File: config.mk
export PLATFORM = sky130hd
export DESIGN_NAME = utf8_decode_display_width
export DESIGN_NICKNAME = d
export VERILOG_FILES = /design/src/utf8dw_pkg.sv /design/src/utf8dw_step.sv /design/src/utf8_decode_display_width.sv
export SDC_FILE = /design/constraint.sdc
export NUM_CORES = 1
export LEC_CHECK = 0
export CAP_MARGIN = 5
export CORE_ASPECT_RATIO = 0.5
export CORE_MARGIN = 10
export CORE_UTILIZATION = 35
export DETAILED_ROUTE_END_ITERATION = 7
export DONT_BUFFER_PORTS = 1
export PLACE_DENSITY = 0.55
export SLEW_MARGIN = 20
export SYNTH_ARGS = -nofsm -noshare
export SYNTH_HDL_FRONTEND = slang
export SYNTH_SLANG_ARGS = --single-unit
File: constraint.sdc
create_clock -name clk -period 6.55 [get_ports clk]
set_input_delay 0.655 -clock clk [delete_from_list [all_inputs] [get_ports clk]]
set_output_delay 0.655 -clock clk [all_outputs]
set_load 0.05 [all_outputs]
File: src/utf8dw_pkg.sv
// Shared codes, types and the display width lookup for the UTF-8 decoder.
package utf8dw_pkg;

  localparam int CP_W = 21;

  // Operation selector on the input side
  localparam logic [1:0] FUNC_OPEN   = 2'd0;
  localparam logic [1:0] FUNC_APPEND = 2'd1;
  localparam logic [1:0] FUNC_SET    = 2'd2;

  // Result status
  localparam logic [1:0] ST_MORE = 2'd0;
  localparam logic [1:0] ST_DONE = 2'd1;
  localparam logic [1:0] ST_ERR  = 2'd2;

  typedef struct packed {
    logic [3:0][7:0] seq_bytes;
    logic [2:0]      bytes_held;
    logic [2:0]      seq_len;
  } dec_state_t;

  typedef struct packed {
    logic [1:0]      status;
    logic [CP_W-1:0] code_point;
    logic [1:0]      width;
    logic [2:0]      length;
  } dec_result_t;

  function automatic logic in_rng(logic [CP_W-1:0] v, logic [CP_W-1:0] lo,
                                  logic [CP_W-1:0] hi);
    return (v >= lo) && (v <= hi);
  endfunction

  // Display columns of a decoded code point: controls, wide blocks, combining marks.
  function automatic logic [1:0] cp_width(logic [CP_W-1:0] wc);
    logic ctrl;
    logic wide;
    logic zero;
    ctrl = (wc < 21'h20) || in_rng(wc, 21'h7f, 21'h9f);
    wide = in_rng(wc, 21'h1100, 21'h115f) || (wc == 21'h2329) || (wc == 21'h232a) ||
           (in_rng(wc, 21'h2e80, 21'ha4cf) && (wc != 21'h303f)) ||
           in_rng(wc, 21'hac00, 21'hd7a3) || in_rng(wc, 21'hf900, 21'hfaff) ||
           in_rng(wc, 21'hfe10, 21'hfe19) || in_rng(wc, 21'hfe30, 21'hfe6f) ||
           in_rng(wc, 21'hff00, 21'hff60) || in_rng(wc, 21'hffe0, 21'hffe6) ||
           in_rng(wc, 21'h20000, 21'h2fffd) || in_rng(wc, 21'h30000, 21'h3fffd);
    zero = in_rng(wc, 21'h0300, 21'h036f) || in_rng(wc, 21'h0483, 21'h0489) ||
           in_rng(wc, 21'h0591, 21'h05bd) || in_rng(wc, 21'h200b, 21'h200f) ||
           in_rng(wc, 21'h2028, 21'h202e) || in_rng(wc, 21'h2060, 21'h2069) ||
           in_rng(wc, 21'hfe00, 21'hfe0f) || (wc == 21'hfeff);
    if (ctrl) return 2'd0;
    if (wide) return 2'd2;
    if (zero) return 2'd0;
    return 2'd1;
  endfunction

endpackage

File: src/utf8dw_step.sv
// Next-state and result logic for one byte of the UTF-8 decoder.
module utf8dw_step (
  input  utf8dw_pkg::dec_state_t  st,
  input  logic [1:0]              func,
  input  logic [7:0]              byte_in,
  output utf8dw_pkg::dec_state_t  st_next,
  output utf8dw_pkg::dec_result_t res
);

  logic [2:0]                   lead_len;
  logic                         app_ok;
  logic [2:0]                   held_inc;
  logic [3:0][7:0]              app_bytes;
  logic [utf8dw_pkg::CP_W-1:0]  cp_dec;
  logic [1:0]                   wid_dec;

  // Classify a lead byte; zero means invalid
  always_comb begin
    priority if (byte_in[7] == 1'b0)         lead_len = 3'd1;
    else if (byte_in[7:5] == 3'b110)        lead_len = 3'd2;
    else if (byte_in[7:4] == 4'b1110)       lead_len = 3'd3;
    else if (byte_in[7:3] == 5'b11110)      lead_len = 3'd4;
    else                                    lead_len = 3'd0;
  end

  assign app_ok   = (byte_in[7:6] == 2'b10) && (st.bytes_held < st.seq_len);
  assign held_inc = 3'(st.bytes_held + 3'd1);

  always_comb begin
    app_bytes = st.seq_bytes;
    app_bytes[st.bytes_held[1:0]] = byte_in;
  end

  // Assemble the code point from the bytes including the one just appended
  always_comb begin
    unique case (st.seq_len)
      3'd2: cp_dec = {10'd0, app_bytes[0][4:0], app_bytes[1][5:0]};
      3'd3: cp_dec = {5'd0, app_bytes[0][3:0], app_bytes[1][5:0], app_bytes[2][5:0]};
      3'd4: cp_dec = {app_bytes[0][2:0], app_bytes[1][5:0], app_bytes[2][5:0],
                      app_bytes[3][5:0]};
      default: cp_dec = {13'd0, app_bytes[0]};
    endcase
  end

  assign wid_dec = (st.seq_len == 3'd1) ? {1'b0, (app_bytes[0] != 8'd0)}
                                        : utf8dw_pkg::cp_width(cp_dec);

  always_comb begin
    st_next        = st;
    res.status     = utf8dw_pkg::ST_ERR;
    res.code_point = '0;
    res.width      = 2'd0;
    unique case (func)
      utf8dw_pkg::FUNC_OPEN: begin
        st_next.seq_bytes = '0;
        if (lead_len == 3'd0) begin
          st_next.bytes_held = 3'd0;
          st_next.seq_len    = 3'd0;
        end else begin
          st_next.seq_bytes[0] = byte_in;
          st_next.bytes_held   = 3'd1;
          st_next.seq_len      = lead_len;
          if (lead_len == 3'd1) begin
            res.status     = utf8dw_pkg::ST_DONE;
            res.code_point = {13'd0, byte_in};
            res.width      = {1'b0, (byte_in != 8'd0)};
          end else begin
            res.status = utf8dw_pkg::ST_MORE;
          end
        end
      end
      utf8dw_pkg::FUNC_APPEND: begin
        if (app_ok) begin
          st_next.seq_bytes  = app_bytes;
          st_next.bytes_held = held_inc;
          if (held_inc < st.seq_len) begin
            res.status = utf8dw_pkg::ST_MORE;
          end else begin
            res.status     = utf8dw_pkg::ST_DONE;
            res.code_point = cp_dec;
            res.width      = wid_dec;
          end
        end
      end
      utf8dw_pkg::FUNC_SET: begin
        st_next.seq_bytes    = '0;
        st_next.seq_bytes[0] = byte_in;
        st_next.bytes_held   = 3'd1;
        st_next.seq_len      = 3'd1;
        res.status           = utf8dw_pkg::ST_DONE;
        res.code_point       = {13'd0, byte_in};
        res.width            = 2'd1;
      end
      default: begin
        // unused selector: hold state, report error
      end
    endcase
    res.length = st_next.bytes_held;
  end

endmodule

File: src/utf8_decode_display_width.sv
// Top level of the UTF-8 decoder with display width: state, output and skid registers.
//
// Input channel s_*: one item per byte of the stream. s_tuser carries the
// operation (open a character, append a continuation byte, set a raw byte),
// s_tdata the byte itself.
// Output channel m_*: exactly one result item per input item, in order.
// m_tuser carries the status (more needed, done, error); m_tdata carries the
// code point, the display width and the number of bytes held.
//
// Output: each result is registered in the output register, or in the skid
// register below while the output stalls. Throughput: one item per cycle while
// s_tready is high; the decoder state, the code point assembly and the width
// lookup all settle combinationally between the input handshake and the output register.
// Stall: when the receiver holds m_tready low, one more result parks in a
// skid register; s_tready drops only while that skid register is full.
// Reset (rst, synchronous): empties both output registers and clears the
// byte count and expected length, so the first append after reset errors.
module utf8_decode_display_width (
  input  logic        clk,
  input  logic        rst,
  input  logic        s_tvalid,
  output logic        s_tready,
  input  logic [7:0]  s_tdata,   // [7:0] byte_in
  input  logic [1:0]  s_tuser,   // [1:0] func
  output logic        m_tvalid,
  input  logic        m_tready,
  output logic [31:0] m_tdata,   // [20:0] code_point, [22:21] width, [25:23] length, rest zero
  output logic [1:0]  m_tuser    // [1:0] status
);

  utf8dw_pkg::dec_state_t  st;
  utf8dw_pkg::dec_state_t  st_next;
  utf8dw_pkg::dec_result_t res;
  utf8dw_pkg::dec_result_t out_res;
  utf8dw_pkg::dec_result_t skid_res;
  logic                    out_valid;
  logic                    skid_valid;
  logic                    accept;
  logic                    take;
  logic                    out_load;

  utf8dw_step u_step (
    .st      (st),
    .func    (s_tuser),
    .byte_in (s_tdata),
    .st_next (st_next),
    .res     (res)
  );

  assign s_tready = !skid_valid;
  assign accept   = s_tvalid && s_tready;
  assign take     = out_valid && m_tready;
  // Output register is free when empty or being drained this cycle
  assign out_load = !out_valid || take;

  // Control state and collected bytes
  always_ff @(posedge clk) begin
    if (rst) begin
      st.seq_bytes  <= '0;
      st.bytes_held <= 3'd0;
      st.seq_len    <= 3'd0;
      out_valid     <= 1'b0;
      skid_valid    <= 1'b0;
    end else begin
      if (accept) begin
        st.seq_bytes  <= st_next.seq_bytes;
        st.bytes_held <= st_next.bytes_held;
        st.seq_len    <= st_next.seq_len;
      end
      if (out_load) begin
        // Drain the skid first; it blocks new items while full
        out_valid  <= skid_valid || accept;
        skid_valid <= 1'b0;
      end else if (accept) begin
        skid_valid <= 1'b1;
      end
    end
  end

  // Payload: result values
  always_ff @(posedge clk) begin
    if (out_load) begin
      out_res <= skid_valid ? skid_res : res;
    end else if (accept) begin
      skid_res <= res;
    end
  end

  assign m_tvalid = out_valid;
  assign m_tuser  = out_res.status;
  assign m_tdata  = {6'd0, out_res.length, out_res.width, out_res.code_point};

  // The skid register only fills behind a full output register
  a_skid_behind_out: assert property (@(posedge clk) disable iff (rst)
    skid_valid |-> out_valid)
    else $error("skid register full while output register empty");

  // A skid fill needs a stalled output in the previous cycle
  a_skid_on_stall: assert property (@(posedge clk) disable iff (rst)
    $rose(skid_valid) |-> $past(m_tvalid && !m_tready))
    else $error("skid register filled without a stall");

  // Byte count never passes the expected length
  a_held_in_len: assert property (@(posedge clk) disable iff (rst)
    (st.bytes_held <= st.seq_len) && (st.seq_len <= 3'd4))
    else $error("decoder byte count out of range");

endmodule

==> metrics.cfg, run 1 <==
[clock_network]
ctsLongestPathBuffers=2
cts.sinks=90
cts-root-buf=clkbuf_16
cts_resized=0
postCtsHoldBufs=0
cts_setup_buffers=0
clock_latency_ns=0.35
htree_levels=3
cts_buffers=9
tritoncts=done
cts.clk_slew.worst_paths_ns=0.07

[timing]
fmax_ghz=0.205
post-route-period-util_pct=74.4
setup_tns_ns=0
period_minus_slack_ns=4.87
setup_viol=0
skew_ns=0.0130
slew_viol_final=0
tightest_slew_ns=0.956
report.final.hold_viol_count=0
rsz0062_at_grt=no
hold_slack_ns=0.373
fin_ws_ns=1.68
relSlewSlack_pct=36.3

[routing]
drtAntennaViolNets=0
drtIter0Drc=641
via_count=5337
drcViolationCount=0
wl_per_cell_um=23.0
routed_wl_um=19800
viasPerCell=6.19
first_pass_iters=6

[synth]
yosysUniqueCellTypes=78
yosysSeqAreaShare_pct=40.8
yosys_warnings=0
synth_area_sq_um=5790
synthArstFlopShare_pct=0
synth_flop_cell=edfxtp_1
synth.area.top_cells=edfxtp_1 29%, dfxtp_1 12%, nor2_1 5.6%
synth_commonest_cells=86 x nor2_1, 60 x nand2_1, 56 x edfxtp_1, 41 x nor3_1
synth_edf_count=56
synth_area_per_cell_sq_um=8.83
yosysTopAreaCell=edfxtp_1
synth_cells=656
ys_ff_latch=90
synth_top_area_share_pct=29.0
yosysMostFrequentCell=nor2_1

[floorplan]
die_area_sq_um=22400
die_x_um=202
placementRows=33
fp.dieH_um=111
start_util_pct=35.5
core-area_sq_um=16300
io_pins=50

[setup_path]
cp-end-kind=flip-flop
critical_path_class=flip-flop to flip-flop
worstPathMaxFanout=22
crit_start=st[3]
required_ns=6.65
arrival_ns=4.97
cp-start-kind=flip-flop
r2r-start=st[3]

[finish]
layout-drive-gt1-share_pct=10.7
final_core_util_pct=38.1
area_growth_pct=7.32
n_antenna_cell=0
final_net_count=652
fill_cells=1648
fin_area_sq_um=6210

[power_and_ir_drop]
p_leak_nw=2.03
peakVddDrop_v=0.000110
power_density_nw_per_um2=216

[global_routing]
grt_max_degree=35
grt_antenna_before_repair=0
grt_pass1_wl_um=30900
grt_pass1_vias=4941
grt_usage_pct=17.2
grt_use_met2_pct=25.4
top_usage_layer=met2
grt_overflow=0
met3_usage_pct=3.06
use_met1_pct=24.7

[min_path]
min_from=rst
hold_path.class=primary input to flip-flop

[outcome]
outcome=finished clean

[placed_design]
hpwl_um=15000
place_ws_ns=1.76
place_area_sq_um=5940
place_congestion=0.994
port_buffers=0

[job]
drv_cap=0

==> cell usage in the layout (no fill, tap or decap), types with 3 or more instances in the layout <==
cell type   count
nor2_1         85
nand2_1        60
edfxtp_1       56
nor3_1         41
dfxtp_1        34
o21ai_0        29
a21oi_1        27
mux2i_1        21
mux2_2         20
nor4_1         17
nand3_1        16
a22oi_1        14
o31ai_1        14
buf_4          12
inv_1          11
nand4_1        11
a32oi_1         9
o22ai_1         9
clkbuf_16       9
ha_1            8
a211oi_1        6
or3_1           6
or4_1           6
conb_1          6
nand2b_1        5
and2_1          5
a31oi_1         5
a21boi_0        4
a41oi_1         4
clkinvlp_4      4
xnor2_1         3
nor2b_1         3
mux2i_2         3
nor3_2          3
o221ai_1        3
or2_2           3
nand4b_1        3
and3_1          3
o211ai_1        3
a221oi_1        3
==> area by class of cell <==
| cell class | instances | area [sq um] | area share, % |
|---|---|---|---|
| multi-input combinational | 505 | 3160 | 50.9 |
| clock inverter | 5 | 38.8 | 0.624 |
| inverter | 12 | 45.0 | 0.725 |
| timing repair buffer | 12 | 90.1 | 1.45 |
| sequential | 90 | 2360 | 38.0 |
| clock buffer | 11 | 233 | 3.74 |
| tap | 227 | 284 | 4.57 |
==> state kept, by name, indices dropped and copies added (netlist names) <==
| register | cells |
|---|---|
| skid_valid | 1 |
| m_tuser | 2 |
| skid_res | 28 |
| st | 32 |
| m_tvalid | 1 |
| m_tdata | 26 |
==> metrics by stage <==
| stage | cells | power [W] |
|---|---|---|
| 2_1_floorplan | 661 | 0.000827 |
| 3_3_place_gp | 846 | 0.000870 |
| 4_1_cts | 862 | 0.00135 |
| 5_1_grt | 862 | 0.00139 |
| 3_5_place_dp | 846 | 0.000867 |
| 6_report | 862 | 0.00134 |
==> where the power goes <==
part	total, W	internal [W]	switching [W]	leakage [nW]
registers	0.000677	0.000622	0.0000557	0.872
clock network	0.000485	0.000259	0.000226	0.118
logic	0.000182	0.0000559	0.000127	1.04
total	0.00134	0.000936	0.000409	2.03
==> routing by layer <==
| layer | up-vias | part of all wire, % |
|---|---|---|
| li1 | 2413 | - |
| met1 | 2590 | 45 |
| met2 | 282 | 43 |
| met3 | 52 | 8.7 |
| met4 | 0 | 3.0 |
| met5 | - | 0 |
==> final timing paths <==
path	end	slack, ns	cells after the start
max	skid_res[3]	1.68	12
min	st[2]	0.37	1
max reg2reg	skid_res[3]	1.68	12
min reg2reg	st[23]	0.49	2
==> logic make-up after synthesis <==
group,share of synthesized area (%)
adders and majority gates,1.73
muxes,8.23
xor gates and xnor gates,0.605
buffers and inverters,5.03
AOI/OAI and AO/OA,18.8
DFF,40.8
other,0.0648
and+or+nand+nor,24.7
==> worst max-delay path, stage by stage, from the launching register on <==
cell and delay, ns:
dfxtp_1 0.35, inv_1 0.14, ha_1 0.78, mux2i_2 0.59
nor3_1 0.14, nor4_2 0.78, nand3_1 0.28, a21oi_1 0.36
a22oi_1 0.14, o32ai_1 0.41, nor4_1 0.18, and2_1 0.19
a221o_1 0.28
Note: power is estimated with default switching activity, not from simulation.
==> run 2: changes to the inputs <==
- clock period: 6.55 -> 5 ns (I/O delays scaled with it)
==> run 2 against run 1 <==
  * Global-route usage is 0.24 points higher
  * Core utilization is 0.81 points higher
  * Highest routed layer unchanged
  * Critical path type unchanged
  * Flip-flop and latch count is the same
  * Largest cell class unchanged
  * Final area grew 2.1%
  * Clock-buffer cell count is the same
  * Critical path depth decreased by 1
  * Worst setup slack lost 1.1 ns
  * Total power grew 39%
==> metrics.cfg, run 2 (synthesis gave the netlist of run 1 again) <==
[outcome]
outcome=finished clean

[global_routing]
grt_antenna_before_repair=0  ; unchanged
grt_usage_pct=17.5  ; +0.24 points
grt_max_degree=35  ; unchanged
grt_pass1_wl_um=31100  ; +0.74%
grt_overflow=0  ; unchanged
grt_pass1_vias=5041  ; +2.0%

[power_and_ir_drop]
clockPowerShare_pct=39.1  ; +3.0 points
comb_power_share_pct=13.4  ; -0.2 points
p_switching_w=0.000546  ; +34%
p_int_w=0.00132  ; +41%
power_density_nw_per_um2=294  ; +36%
p_leak_nw=2.12  ; +4.5%
swShare_pct=29.3  ; -1.1 points
peakVddDrop_v=0.000170  ; +54%
p_seq_share_pct=47.5  ; -2.9 points

[placed_design]
port_buffers=0  ; unchanged
hpwl_um=14900  ; -0.29%
place_congestion=0.963  ; -3.1%

[setup_path]
critical_path_class=flip-flop to flip-flop
slowest_stage=ha_1
cp-start-kind=flip-flop
r2r_cells=11  ; -1
required_ns=5.22  ; -1.43 ns
path_cells=inv_1, ha_1, mux2_2, nor2b_1, nor2_1, nand2_1, or4_1, o211ai_1, a32oi_1, nor4b_2, o221a_1
cp-end-kind=flip-flop
critPathMaxStageDelay_ns=0.65  ; -0.13 ns
worstPathMaxFanout=15  ; -32%
arrival_ns=4.63  ; -0.34 ns

[routing]
wl_per_cell_um=22.9  ; -0.30%
drtIter0Drc=581  ; -9.4%
first_pass_iters=5  ; -1
drtAntennaViolNets=0  ; unchanged
drcViolationCount=0  ; unchanged
routed_wl_um=20000  ; +1.1%
via_count=5294  ; -0.81%
viasPerCell=6.06  ; -2.2%

[job]
drv_cap=0  ; unchanged

[clock_network]
cts_resized=0  ; unchanged
cts.sinks=90  ; unchanged
ctsLongestPathBuffers=2  ; unchanged
cts.clk_slew.worst_paths_ns=0.07  ; about the same
tritoncts=done
htree_levels=3  ; unchanged
cts-root-buf=clkbuf_16
postCtsHoldBufs=0  ; unchanged
cts_buffers=9  ; unchanged
cts_setup_buffers=0  ; unchanged
clock_latency_ns=0.35  ; about the same

[finish]
mostFrequentLayoutCell=nor2_1
multi_input_area_sq_um=3160  ; unchanged
fill_cells=1642  ; -0.36%
final-seq-area_sq_um=2360  ; unchanged
regMostFlops=st
final_core_util_pct=38.9  ; +0.81 points
final_net_count=664  ; +1.8%
n_antenna_cell=0  ; unchanged
layout-drive-gt1-share_pct=12.5  ; +1.8 points
final_cell_mix=85 x nor2_1, 60 x nand2_1, 56 x edfxtp_1
area_growth_pct=9.59
largest_reg_flops=32  ; unchanged

[timing]
hold_slack_ns=0.217  ; -0.156 ns
skew_ns=0.00997  ; -0.00304 ns
post-route-period-util_pct=88.2  ; +14 points
report.final.hold_viol_count=0  ; unchanged
slew_viol_final=0  ; unchanged
period_minus_slack_ns=4.41  ; -0.466 ns
fmax_ghz=0.227  ; +11%
relSlewSlack_pct=44.3  ; +8.0 points
setup_viol=0  ; unchanged
setup_tns_ns=0  ; unchanged
rsz0062_at_grt=no
tightest_slew_ns=0.829  ; -0.127 ns

[floorplan]
start_util_pct=35.5  ; unchanged
die_area_sq_um=22400  ; unchanged
die_x_um=202  ; unchanged
io_pins=50  ; unchanged
placementRows=33  ; unchanged
core-area_sq_um=16300  ; unchanged
fp.dieH_um=111  ; unchanged

[min_path]
hold_depth=1  ; unchanged
hold_path.class=primary input to flip-flop

==> run 2: worst paths after layout <==
check                             from           to  slack [ns]
worst min register to register  st[26]       st[26]        0.49
worst max-delay path             st[4]  m_tdata[21]        0.59
worst min-delay path               rst        st[5]        0.22
worst max register to register   st[4]  m_tdata[21]        0.59
==> run 2: power by group through the flow <==
stage	Sequential, W	Combinational, W	Clock (W)
3_5_place_dp	0.000903	0.000242	0
4_1_cts	0.000886	0.000242	0.000747
6_report	0.000885	0.000249	0.000728
5_1_grt	0.000888	0.000268	0.000778
3_3_place_gp	0.000902	0.000245	0
2_1_floorplan	0.000897	0.000187	0
==> run 2: critical path: cells and delay by family (launching register included) <==
family / cells / cell delay [ns]
simple gates: 5 / 2.02
flops: 1 / 0.37
fa+ha+maj: 1 / 0.65
buf+inv: 1 / 0.10
compound gates: 3 / 0.67
mux: 1 / 0.46
==> run 2: layer usage <==
metal	routed length, um	vias up	share of wire (%)	track usage (%)
met4	440	0	2.2	5.97
met5	0	-	0	0
met1	9460	2547	47	25.2
met3	1670	42	8.4	3.82
li1	-	2443	-	-
met2	8440	262	42	25.0
==> run 2: layout make-up <==
cell class / instances / share of cell area (%)
Tap cell: 227 / 4.48
Timing Repair Buffer: 24 / 2.84
Inverter: 12 / 0.710
Multi-Input combinational cell: 505 / 49.8
Sequential cell: 90 / 37.2
Clock buffer: 11 / 4.00
Clock inverter: 5 / 0.927
==> run 2: through the flow <==
stage / cells / setup slack (ns) / cell area, sq um / total power, W
final: 874 / 0.591 / 6350 / 0.00186
after global routing: 874 / 0.309 / 6350 / 0.00193
after CTS: 874 / 0.587 / 6350 / 0.00188
after detailed placement: 858 / 0.600 / 6030 / 0.00114
after global placement: 858 / 0.503 / 6030 / 0.00115
after floorplan: 661 / 1.51 / 5810 / 0.00108
